--- src/egb_pkg.sv ---
// Shared constants for the epsilon-greedy bandit agent.
// Field widths, stream packing, configuration register indexes and reset values.
// No dependencies.
package egb_pkg;

	// Parameter defaults
	localparam int NUM_ARMS_DEF    = 16;
	localparam int VALUE_WIDTH_DEF = 16;

	// Field widths
	localparam int CNT_W      = 16;
	localparam int OFS_W      = 4;
	localparam int ARM_IN_W   = 4;
	localparam int REWARD_W   = 16;
	localparam int EST_OUT_W  = 16;
	localparam int FSTEP_W    = 16;
	localparam int S_TDATA_W  = 32;
	localparam int M_TDATA_W  = 40;
	localparam int CFG_IDX_W  = 1;
	localparam int CFG_DATA_W = 16;

	// Configuration register indexes
	localparam logic [CFG_IDX_W-1:0] CFG_STEP_MODE  = 1'd0;
	localparam logic [CFG_IDX_W-1:0] CFG_FIXED_STEP = 1'd1;

	// Reset values
	localparam logic [FSTEP_W-1:0] FIXED_STEP_RST = 16'd6554;

	// Item kinds and step modes
	localparam logic MODE_SELECT   = 1'b0;
	localparam logic MODE_REWARD   = 1'b1;
	localparam logic STEP_AVERAGE  = 1'b0;
	localparam logic STEP_CONSTANT = 1'b1;

endpackage

--- src/epsilon_greedy_bandit_agent.sv ---
// Epsilon-greedy bandit agent: per-arm Q8.8 estimates and saturating counts.
// Depends on egb_pkg and egb_ram.
//
// Usage:
//   Input stream (s_*): tuser carries the kind (0 select, 1 reward); tdata carries
//   explore, explore_offset, arm and reward. Output stream (m_*): one transaction
//   per input transaction with action, estimate and pick_count.
//   A select scans all arms through the RAM read port, one arm per cycle, then
//   reduces greedy + offset modulo NUM_ARMS by repeated subtraction.
//   A reward reads the arm, forms |reward - estimate|, then runs the shared adder
//   as a restoring divider (VALUE_WIDTH+2 or 18 steps, whichever is larger) or as
//   a shift-add multiplier (16 steps), then adds and saturates.
//   A reward for an arm outside the table goes straight to the output.
//   One item is in work at a time; s_tready is high only while idle.
//   The result sits in an output register; a stalled receiver holds it, and the
//   next item may be accepted meanwhile but does not finish until it drains.
//   Reset clears the sequencer, the configuration and the per-arm valid bits,
//   so every arm reads as estimate zero, count zero. No clearing pass is needed.
//   Configuration is written through cfg_we/cfg_idx/cfg_wdata by the user, only
//   while idle; the block itself has no check that enforces this.
module epsilon_greedy_bandit_agent #(
	parameter int NUM_ARMS    = egb_pkg::NUM_ARMS_DEF,
	parameter int VALUE_WIDTH = egb_pkg::VALUE_WIDTH_DEF
) (
	input  logic                               clk,
	input  logic                               arst_n,
	// Configuration write port
	input  logic                               cfg_we,
	input  logic [egb_pkg::CFG_IDX_W-1:0]      cfg_idx,
	input  logic [egb_pkg::CFG_DATA_W-1:0]     cfg_wdata,
	// Input stream
	input  logic                               s_tvalid,
	output logic                               s_tready,
	// s_tdata: explore[0], explore_offset[4:1], arm[8:5], reward[24:9], zero fill
	input  logic [egb_pkg::S_TDATA_W-1:0]      s_tdata,
	// s_tuser: mode[0]
	input  logic [0:0]                         s_tuser,
	// Output stream
	output logic                               m_tvalid,
	input  logic                               m_tready,
	// m_tdata: action[3:0], estimate[19:4], pick_count[35:20], zero fill
	output logic [egb_pkg::M_TDATA_W-1:0]      m_tdata
);

	import egb_pkg::*;

	localparam int ARM_W = $clog2(NUM_ARMS);
	localparam int VW    = VALUE_WIDTH;
	localparam int DW    = ((VW > CNT_W) ? VW : CNT_W) + 1;
	localparam int AW    = DW + 2;
	localparam int PW    = DW + 1;
	localparam int IW    = $clog2(PW + 1);
	localparam int SW    = ((ARM_W > OFS_W) ? ARM_W : OFS_W) + 1;
	localparam int MW    = CNT_W + VW;
	localparam int PAD_W = M_TDATA_W - CNT_W - EST_OUT_W - ARM_IN_W;

	localparam logic [ARM_W:0] N_IDX = (ARM_W + 1)'(NUM_ARMS);

	// Sequencer states
	localparam logic [3:0] S_IDLE   = 4'd0;
	localparam logic [3:0] S_SCAN   = 4'd1;
	localparam logic [3:0] S_MOD    = 4'd2;
	localparam logic [3:0] S_RDSEL  = 4'd3;
	localparam logic [3:0] S_OUTSEL = 4'd4;
	localparam logic [3:0] S_RDARM  = 4'd5;
	localparam logic [3:0] S_LOAD   = 4'd6;
	localparam logic [3:0] S_MAG    = 4'd7;
	localparam logic [3:0] S_PREP   = 4'd8;
	localparam logic [3:0] S_ITER   = 4'd9;
	localparam logic [3:0] S_ROUND  = 4'd10;
	localparam logic [3:0] S_SUM    = 4'd11;
	localparam logic [3:0] S_OUT    = 4'd12;

	logic [3:0] state_q;

	// Configuration
	logic               step_mode_q;
	logic [FSTEP_W-1:0] fixed_step_q;

	// Captured item
	logic                       explore_q;
	logic [OFS_W-1:0]           ofs_q;
	logic [ARM_IN_W-1:0]        arm_q;
	logic signed [REWARD_W-1:0] reward_q;

	// Scan and selection
	logic [ARM_W:0]         idx_q;
	logic [ARM_W-1:0]       best_idx_q;
	logic signed [VW-1:0]   best_est_q;
	logic [SW-1:0]          sel_q;

	// Update datapath
	logic signed [VW-1:0] est_q;
	logic [CNT_W-1:0]     cnt_q;
	logic                 neg_q;
	logic [DW-1:0]        mag_q;
	logic [AW-1:0]        acc_q;
	logic [PW-1:0]        shf_q;
	logic [IW-1:0]        iter_q;
	logic [DW-1:0]        q_q;

	// Result staging and output register
	logic [ARM_IN_W-1:0]  res_act_q;
	logic [EST_OUT_W-1:0] res_est_q;
	logic [CNT_W-1:0]     res_cnt_q;
	logic                 m_valid_q;
	logic [M_TDATA_W-1:0] m_data_q;

	// Arm store and its valid bits
	logic [NUM_ARMS-1:0] vld_q;
	logic                rd_vld_q;
	logic                ram_we;
	logic [ARM_W-1:0]    ram_waddr;
	logic [MW-1:0]       ram_wdata;
	logic                ram_re;
	logic [ARM_W-1:0]    ram_raddr;
	logic [MW-1:0]       ram_rdata;
	logic signed [VW-1:0] est_rd;
	logic [CNT_W-1:0]     cnt_rd;

	// Shared adder
	logic [AW-1:0] add_a;
	logic [AW-1:0] add_b;
	logic          add_ci;
	logic [AW-1:0] add_sum;

	// Derived control
	logic                 s_accept;
	logic                 scan_take;
	logic [ARM_W-1:0]     win_idx;
	logic [AW-1:0]        r_sh;
	logic                 qbit;
	logic                 ovf;
	logic signed [VW-1:0] sat_val;
	logic [CNT_W-1:0]     cnt_inc;

	egb_ram #(
		.WIDTH(MW),
		.DEPTH(NUM_ARMS)
	) u_arm_ram (
		.clk  (clk),
		.we   (ram_we),
		.waddr(ram_waddr),
		.wdata(ram_wdata),
		.re   (ram_re),
		.raddr(ram_raddr),
		.rdata(ram_rdata)
	);

	// An entry never written reads as zero estimate, zero count
	assign est_rd  = rd_vld_q ? ram_rdata[VW-1:0] : '0;
	assign cnt_rd  = rd_vld_q ? ram_rdata[MW-1:VW] : '0;
	assign cnt_inc = (&cnt_rd) ? cnt_rd : cnt_rd + 1'b1;

	assign s_tready = (state_q == S_IDLE);
	assign s_accept = s_tvalid && s_tready;
	assign m_tvalid = m_valid_q;
	assign m_tdata  = m_data_q;

	assign add_sum = add_a + add_b + AW'(add_ci);

	// Scan winner: first arm, or a strictly larger estimate
	assign scan_take = (idx_q == (ARM_W + 1)'(1)) || add_sum[AW-1];
	assign win_idx   = scan_take ? ARM_W'(idx_q - 1'b1) : best_idx_q;

	// Divider shift and trial subtract outcome
	assign r_sh = {acc_q[AW-2:0], shf_q[PW-1]};
	assign qbit = !add_sum[AW-1];

	// Saturate the adder result to the estimate width
	assign ovf     = !((&add_sum[AW-1:VW-1]) || !(|add_sum[AW-1:VW-1]));
	assign sat_val = ovf ? (add_sum[AW-1] ? {1'b1, {(VW-1){1'b0}}} : {1'b0, {(VW-1){1'b1}}})
	                     : add_sum[VW-1:0];

	// Write back the updated arm
	assign ram_we    = (state_q == S_SUM);
	assign ram_waddr = ARM_W'(arm_q);
	assign ram_wdata = {cnt_q, sat_val};

	// Route operands to the shared adder and drive the read port
	always_comb begin
		add_a     = '0;
		add_b     = '0;
		add_ci    = 1'b0;
		ram_re    = 1'b0;
		ram_raddr = '0;
		case (state_q)
			S_SCAN: begin
				ram_re    = (idx_q != N_IDX);
				ram_raddr = idx_q[ARM_W-1:0];
				add_a     = {{(AW-VW){best_est_q[VW-1]}}, best_est_q};
				add_b     = ~{{(AW-VW){est_rd[VW-1]}}, est_rd};
				add_ci    = 1'b1;
			end
			S_MOD: begin
				add_a  = AW'(sel_q);
				add_b  = ~AW'(N_IDX);
				add_ci = 1'b1;
			end
			S_RDSEL: begin
				ram_re    = 1'b1;
				ram_raddr = sel_q[ARM_W-1:0];
			end
			S_RDARM: begin
				ram_re    = 1'b1;
				ram_raddr = ARM_W'(arm_q);
			end
			S_LOAD: begin
				add_a  = {{(AW-REWARD_W){reward_q[REWARD_W-1]}}, reward_q};
				add_b  = ~{{(AW-VW){est_rd[VW-1]}}, est_rd};
				add_ci = 1'b1;
			end
			S_MAG: begin
				add_b  = ~acc_q;
				add_ci = 1'b1;
			end
			S_PREP: begin
				add_a = AW'({mag_q, 1'b0});
				add_b = AW'(cnt_q);
			end
			S_ITER: begin
				if (step_mode_q == STEP_AVERAGE) begin
					add_a  = r_sh;
					add_b  = ~AW'({cnt_q, 1'b0});
					add_ci = 1'b1;
				end else begin
					add_a = acc_q;
					add_b = shf_q[0] ? AW'(mag_q) : '0;
				end
			end
			S_ROUND: begin
				add_a  = acc_q;
				add_ci = shf_q[FSTEP_W-1];
			end
			S_SUM: begin
				add_a  = {{(AW-VW){est_q[VW-1]}}, est_q};
				add_b  = neg_q ? ~AW'(q_q) : AW'(q_q);
				add_ci = neg_q;
			end
			default: begin
			end
		endcase
	end

	// Configuration registers
	always_ff @(posedge clk or negedge arst_n) begin
		if (!arst_n) begin
			step_mode_q  <= STEP_AVERAGE;
			fixed_step_q <= FIXED_STEP_RST;
		end else if (cfg_we) begin
			case (cfg_idx)
				CFG_STEP_MODE:  step_mode_q  <= cfg_wdata[0];
				CFG_FIXED_STEP: fixed_step_q <= FSTEP_W'(cfg_wdata);
				default: begin
				end
			endcase
		end
	end

	// Arm valid bits and the valid flag of the read data
	always_ff @(posedge clk or negedge arst_n) begin
		if (!arst_n) begin
			vld_q    <= '0;
			rd_vld_q <= 1'b0;
		end else begin
			if (ram_we) begin
				vld_q[ram_waddr] <= 1'b1;
			end
			if (ram_re) begin
				rd_vld_q <= vld_q[ram_raddr];
			end
		end
	end

	// Sequencer and control
	always_ff @(posedge clk or negedge arst_n) begin
		if (!arst_n) begin
			state_q   <= S_IDLE;
			m_valid_q <= 1'b0;
			idx_q     <= '0;
			iter_q    <= '0;
		end else begin
			// Drop the output transaction once taken, unless a new one replaces it
			if (m_valid_q && m_tready && (state_q != S_OUT)) begin
				m_valid_q <= 1'b0;
			end
			case (state_q)
				S_IDLE: begin
					if (s_accept) begin
						idx_q <= '0;
						if (s_tuser[0] == MODE_SELECT) begin
							state_q <= S_SCAN;
						end else if (int'(s_tdata[8:5]) >= NUM_ARMS) begin
							state_q <= S_OUT;
						end else begin
							state_q <= S_RDARM;
						end
					end
				end
				S_SCAN: begin
					if (idx_q == N_IDX) begin
						state_q <= S_MOD;
					end else begin
						idx_q <= idx_q + 1'b1;
					end
				end
				S_MOD: begin
					if (add_sum[AW-1]) begin
						state_q <= S_RDSEL;
					end
				end
				S_RDSEL:  state_q <= S_OUTSEL;
				S_OUTSEL: state_q <= S_OUT;
				S_RDARM:  state_q <= S_LOAD;
				S_LOAD:   state_q <= S_MAG;
				S_MAG:    state_q <= S_PREP;
				S_PREP: begin
					iter_q  <= (step_mode_q == STEP_AVERAGE) ? IW'(PW) : IW'(FSTEP_W);
					state_q <= S_ITER;
				end
				S_ITER: begin
					iter_q <= iter_q - 1'b1;
					if (iter_q == IW'(1)) begin
						state_q <= S_ROUND;
					end
				end
				S_ROUND: state_q <= S_SUM;
				S_SUM:   state_q <= S_OUT;
				S_OUT: begin
					if (!m_valid_q || m_tready) begin
						m_valid_q <= 1'b1;
						state_q   <= S_IDLE;
					end
				end
				default: state_q <= S_IDLE;
			endcase
		end
	end

	// Datapath registers
	always_ff @(posedge clk) begin
		case (state_q)
			S_IDLE: begin
				if (s_accept) begin
					explore_q <= s_tdata[0];
					ofs_q     <= s_tdata[4:1];
					arm_q     <= s_tdata[8:5];
					reward_q  <= s_tdata[24:9];
					res_act_q <= s_tdata[8:5];
					res_est_q <= '0;
					res_cnt_q <= '0;
				end
			end
			S_SCAN: begin
				if (idx_q != '0) begin
					best_idx_q <= win_idx;
					if (scan_take) begin
						best_est_q <= est_rd;
					end
				end
				if (idx_q == N_IDX) begin
					sel_q <= SW'(win_idx) + (explore_q ? SW'(ofs_q) : '0);
				end
			end
			S_MOD: begin
				if (!add_sum[AW-1]) begin
					sel_q <= SW'(add_sum);
				end
			end
			S_OUTSEL: begin
				res_act_q <= ARM_IN_W'(sel_q);
				res_est_q <= EST_OUT_W'(est_rd);
				res_cnt_q <= cnt_rd;
			end
			S_LOAD: begin
				est_q <= est_rd;
				cnt_q <= cnt_inc;
				acc_q <= add_sum;
			end
			S_MAG: begin
				neg_q <= acc_q[AW-1];
				mag_q <= acc_q[AW-1] ? add_sum[DW-1:0] : acc_q[DW-1:0];
			end
			S_PREP: begin
				acc_q <= '0;
				if (step_mode_q == STEP_AVERAGE) begin
					shf_q <= add_sum[PW-1:0];
				end else begin
					shf_q <= PW'(fixed_step_q);
				end
			end
			S_ITER: begin
				if (step_mode_q == STEP_AVERAGE) begin
					// Restoring divide: keep the trial difference when it stays non-negative
					acc_q <= qbit ? add_sum : r_sh;
					shf_q <= {shf_q[PW-2:0], qbit};
				end else begin
					// Shift-add multiply, multiplier bits leave at the bottom
					acc_q              <= {1'b0, add_sum[AW-1:1]};
					shf_q[FSTEP_W-1:0] <= {add_sum[0], shf_q[FSTEP_W-1:1]};
				end
			end
			S_ROUND: begin
				q_q <= (step_mode_q == STEP_AVERAGE) ? shf_q[DW-1:0] : add_sum[DW-1:0];
			end
			S_SUM: begin
				res_act_q <= arm_q;
				res_est_q <= EST_OUT_W'(sat_val);
				res_cnt_q <= cnt_q;
			end
			S_OUT: begin
				if (!m_valid_q || m_tready) begin
					m_data_q <= {{PAD_W{1'b0}}, res_cnt_q, res_est_q, res_act_q};
				end
			end
			default: begin
			end
		endcase
	end

`ifndef SYNTHESIS
	// One item at a time: no accept right after an accept
	a_one_item: assert property (@(posedge clk) disable iff (!arst_n)
		s_accept |=> !s_tready)
		else $error("input accepted while an item was in work");

	// The step counter never runs the shared unit past its last step
	a_iter_live: assert property (@(posedge clk) disable iff (!arst_n)
		(state_q == S_ITER) |-> (iter_q != '0))
		else $error("iteration count exhausted inside the step loop");

	// The divisor comes from a count that was just incremented
	a_div_nonzero: assert property (@(posedge clk) disable iff (!arst_n)
		(state_q == S_ITER && step_mode_q == STEP_AVERAGE) |-> (cnt_q != '0))
		else $error("sample-average divide by a zero count");

	// The modulo reduction ends inside the arm table
	a_sel_range: assert property (@(posedge clk) disable iff (!arst_n)
		(state_q == S_RDSEL) |-> (sel_q < SW'(NUM_ARMS)))
		else $error("selected arm outside the table");

	// A write-back always targets an arm inside the table
	a_wr_range: assert property (@(posedge clk) disable iff (!arst_n)
		ram_we |-> (int'(arm_q) < NUM_ARMS))
		else $error("write-back to an arm outside the table");
`endif

endmodule

--- src/egb_ram.sv ---
// Generic RAM with one write port and one registered read port.
// Used for the per-arm estimate and count store. No dependencies.
module egb_ram #(
	parameter int WIDTH = 32,
	parameter int DEPTH = 16
) (
	input  logic                     clk,
	input  logic                     we,
	input  logic [$clog2(DEPTH)-1:0] waddr,
	input  logic [WIDTH-1:0]         wdata,
	input  logic                     re,
	input  logic [$clog2(DEPTH)-1:0] raddr,
	output logic [WIDTH-1:0]         rdata
);

	logic [WIDTH-1:0] mem_q [DEPTH];

	// Write, then read with a registered output that holds when not enabled
	always_ff @(posedge clk) begin
		if (we) begin
			mem_q[waddr] <= wdata;
		end
		if (re) begin
			rdata <= mem_q[raddr];
		end
	end

endmodule
--- config.mk ---
export PLATFORM = sky130hd
export DESIGN_NAME = epsilon_greedy_bandit_agent
export DESIGN_NICKNAME = d
export VERILOG_FILES = /design/src/egb_pkg.sv /design/src/epsilon_greedy_bandit_agent.sv /design/src/egb_ram.sv
export SDC_FILE = /design/constraint.sdc
export NUM_CORES = 1
export LEC_CHECK = 0
export BUFFER_PORTS_ARGS = -buffer_cell sky130_fd_sc_hd__clkbuf_2
export CAP_MARGIN = 20
export CORE_ASPECT_RATIO = 0.75
export CORE_MARGIN = 10
export CORE_UTILIZATION = 40
export DETAILED_ROUTE_END_ITERATION = 16
export PLACE_DENSITY = 0.57
export RECOVER_POWER = 50
export SLEW_MARGIN = 10
export SYNTH_ARGS = -nofsm -noshare
export SYNTH_HDL_FRONTEND = slang
export SYNTH_HIERARCHICAL = 1
export SYNTH_SLANG_ARGS = --single-unit
--- constraint.sdc ---
create_clock -name clk -period 9.77 [get_ports clk]
set_input_delay 0.977 -clock clk [delete_from_list [all_inputs] [get_ports clk]]
set_output_delay 0.977 -clock clk [all_outputs]
set_load 0.1 [all_outputs]
==> reports/metrics.cfg <==
[grt]
grt_pass1_vias = 19400
grt_pass1_wl_mm = 135
grtUsageTotal_pct = 18.3
grt_max_degree = 111
overflow = 0
antenna_found_initial = 3

[worst_hold_path]
hold_depth = 0
hold_path_end = m_tdata[27]$_DFFE_PP_
worstHoldPathType = reg2reg
hold_start = res_cnt_q[7]$_DFFE_PP_

[clock_tree]
cts_resized = 0
cts_tree = built
worstSkewPairLatency_ns = 0.64
cts_setup_buffers = 0
cts_hold_buf = 0
h-tree-depth = 3
numCtsBuffers = 75
path_clk_slew_ns = 0.07
clk_path_buf_depth = 3
clockRootBuffer = clkbuf_16
clock_sinks = 819

[routing]
ant_nets = 0
dr.pass1.iters = 9
vias = 20000
wl_per_cell_um = 27.4
drt-total-wl_mm = 92.4
drcViolationCount = 0
post_drt_via_cell_ratio = 5.92
drt_iter0_drc = 2352

[power_and_ir_drop]
netSwitchingFraction_pct = 38.5
seq_power_share_pct = 38.8
p_sw_w = 0.00611
p_int_w = 0.00976
p_clk_share_pct = 18.8
pwr-share-comb_pct = 42.5
power_w = 0.0159
power.leakage_nw = 13.0
vdd_ir_drop_max_mv = 0.314
power_density_nw_per_um2 = 407

[sta]
tightest_slew_ns = 3.18
finalSetupTns_ns = 0
max_freq_mhz = 123
slew_headroom_pct = -112
slew_violations = 521
fin_crit_ns = 8.11
finalClockSkew_ns = 0.0332
finalHoldViolCount = 0
setup_viol = 0
finalCritPeriodShare_pct = 83.0
grt_setup_unrepaired = false

[cells_and_area]
area_delta_synth_final_pct = 12.6
antennaDiodeCount = 0
layout-drive-gt1-share_pct = 20.2
instances_no_fill = 3374
nNetsFinal = 2263

[synth]
synth_cells = 2069
ys_types = 74
synth_edf_count = 770
yosys_warnings = 6
synth_area_per_cell_um2 = 16.8
syn-cell-area_um2 = 34700
synth_seq_cells = 819
yosysSeqAreaShare_pct = 70.3
synthFlopType = edfxtp_1
async_reset_ff_share_pct = 5.98

[setup_path]
reg2reg_depth = 18
slowest_stage = inv_1
start_kind = register
crit_path_max_incr_delay_ns = 1.17
r2r-end = sel_q[3]$_DFFE_PP_
timing.rr.start = state_q[3]$_DFFE_PN0P_
critical_path_class = reg2reg
worstPathArrival_ns = 8.36
rrSetupSlack_ns = 1.66
cp_max_fo = 36
cp_cell_sequence = nor2b_1 > nand3_1 > clkbuf_1 > inv_1 > nand2_1 > nand3_1 > nor2_1 > fa_1 > fa_1 > and2b_1 > o2111ai_1 > a31oi_1 > nor2_1 > o41a_1 > xnor2_4 > buf_4 > nand2_1 > a2111oi_1
cp-end-kind = register
cp.required_ns = 10.03

[floorplan]
dieWidth_um = 360
start_util_pct = 40.4
num_io_pins = 97
die_h_um = 275
die-area_um2 = 98900
placementRows = 93
core_area_um2 = 85900

[placement]
dp_cells = 3228
place.gp.congestion = 0.924
place_hpwl_mm = 54.2
port_buffers = 85

[outcome]
status = finished with violations
violations = capacitance limit, slew limit

[run]
max_cap_violations = 16

==> cell type report <==
| cell class | instances | area [µm²] |
|---|---|---|
| Fill cell | 7484 | 46900 |
| Inverter | 51 | 191 |
| Timing Repair Buffer | 150 | 840 |
| Clock inverter | 35 | 417 |
| Clock buffer | 99 | 2040 |
| Sequential cell | 819 | 24400 |
| Tap cell | 1140 | 1430 |
| Multi-Input combinational cell | 1080 | 9750 |
==> critical path, delay by kind of cell (launching register included) <==
family                     cells  cell delay, ns
adders and majority gates      2            1.01
DFF                            1            0.77
xor gates and xnor gates       1            0.21
AOI/OAI and AO/OA              4            2.16
buffers and inverters          3            2.05
and+or+nand+nor                8            1.51
==> cells in the mapped netlist, types with 5 or more instances <==
master	instances	area, µm²
o221ai_2	10	150
and3_1	11	68.8
a31oi_1	6	37.5
nor2_1	83	312
mux2_2	56	631
o21ai_0	42	210
a21o_1	22	165
buf_2	11	55.1
xor2_1	32	280
a222oi_1	13	130
xnor2_1	25	219
buf_4	16	120
edfxtp_1	770	23100
ha_1	28	350
nor3_1	19	95.1
inv_1	50	188
o221ai_1	7	61.3
mux4_2	144	3240
dfstp_2	7	184
or3_1	7	43.8
nand2_1	150	563
a22oi_1	107	803
a31o_2	5	43.8
nand4_1	27	169
buf_1	17	63.8
nand3_1	20	100
a22o_1	17	149
and2_1	16	100
clkbuf_1	74	278
dfrtp_1	42	1050
o21a_1	5	37.5
a21oi_1	98	490
nand2b_1	13	81.3
nor2b_1	14	87.6
mux2i_1	33	330
==> cell families after synthesis <==
logic type | Yosys count | synth area share [%]
adder cells (fa/ha/maj) | 31 | 1.18
XOR/XNOR | 58 | 1.52
flip-flops | 819 | 70.3
other | 1 | 0.0108
AO/OA/AOI/OAI | 371 | 7.52
AND/OR/NAND/NOR | 383 | 5.20
buffers and inverters | 173 | 2.16
multiplexers | 233 | 12.1
==> flip-flops by register name, indices dropped and copies added (netlist names), 17 cells and up <==
signal,cells
q_q,17
u_arm_ram/mem_q,512
acc_q,19
m_tdata,36
u_arm_ram/rdata,32
mag_q,17
shf_q,18
==> stage by stage <==
| step | setup slack, ns | hold WS [ns] | cell area (µm²) | utilization, % |
|---|---|---|---|---|
| 6_report | 1.66 | 0.420 | 39000 | 45.4 |
| 5_1_grt | 1.34 | 0.427 | 39000 | 45.4 |
| 4_1_cts | 2.57 | 0.420 | 39000 | 45.5 |
| 3_5_place_dp | 2.62 | 0.406 | 36600 | 42.6 |
| 3_3_place_gp | 2.68 | 0.407 | 36600 | 42.6 |
| 2_1_floorplan | 3.53 | 0.400 | 34700 | - |
==> power groups by stage <==
stage | clock (W) | sequential [W] | combinational, W
floorplan | 0 | 0.00607 | 0.00444
global placement | 0 | 0.00623 | 0.00631
detailed placement | 0 | 0.00624 | 0.00650
CTS | 0.00305 | 0.00618 | 0.00652
global route | 0.00319 | 0.00620 | 0.00728
finish | 0.00298 | 0.00615 | 0.00674
==> layer usage <==
| layer | wire length [µm] | global-route usage [%] | share of wire, % | up-vias |
|---|---|---|---|---|
| met3 | 8530 | 3.81 | 9.2 | 151 |
| met1 | 41400 | 27.6 | 45 | 10400 |
| li1 | - | - | - | 8484 |
| met2 | 40400 | 27.0 | 44 | 914 |
| met4 | 2050 | 4.42 | 2.2 | 4 |
| met5 | 27 | 0 | 0.029 | - |
==> placed cells by master, fill, tap and decap left out, drive strengths merged, types with 8 or more instances in the layout <==
master	netlist	layout
nor2b	14	14
xor2	32	32
clkinv	0	22
clkbuf	75	205
inv	51	54
a222oi	13	13
nand3	20	20
nor3	19	19
bufinv	0	8
ha	28	28
buf	47	44
o21ai	46	46
nand2	150	150
and3	11	11
a21o	22	22
a22oi	107	107
dfrtp	42	42
mux4	144	144
o221ai	17	17
edfxtp	770	770
a22o	17	17
nand2b	13	13
mux2	56	56
nand4	27	27
nor2	83	83
and2	16	16
a21oi	99	99
mux2i	33	33
xnor2	26	26
==> worst max-delay path by stage <==
stage	start	end	slack, ns	cells past startpoint
3_5_place_dp	state_q[3]$_DFFE_PN0P_	sel_q[3]$_DFFE_PP_	2.62	24
3_3_place_gp	state_q[3]$_DFFE_PN0P_	sel_q[3]$_DFFE_PP_	2.68	24
4_1_cts	state_q[3]$_DFFE_PN0P_	sel_q[3]$_DFFE_PP_	2.57	24
5_1_grt	state_q[3]$_DFFE_PN0P_	sel_q[3]$_DFFE_PP_	1.34	24
2_1_floorplan	state_q[0]$_DFFE_PN0P_	res_act_q[0]$_DFFE_PP_	3.53	6
6_report	state_q[3]$_DFFE_PN0P_	sel_q[3]$_DFFE_PP_	1.66	18
Power figures use the tool's default switching activity.
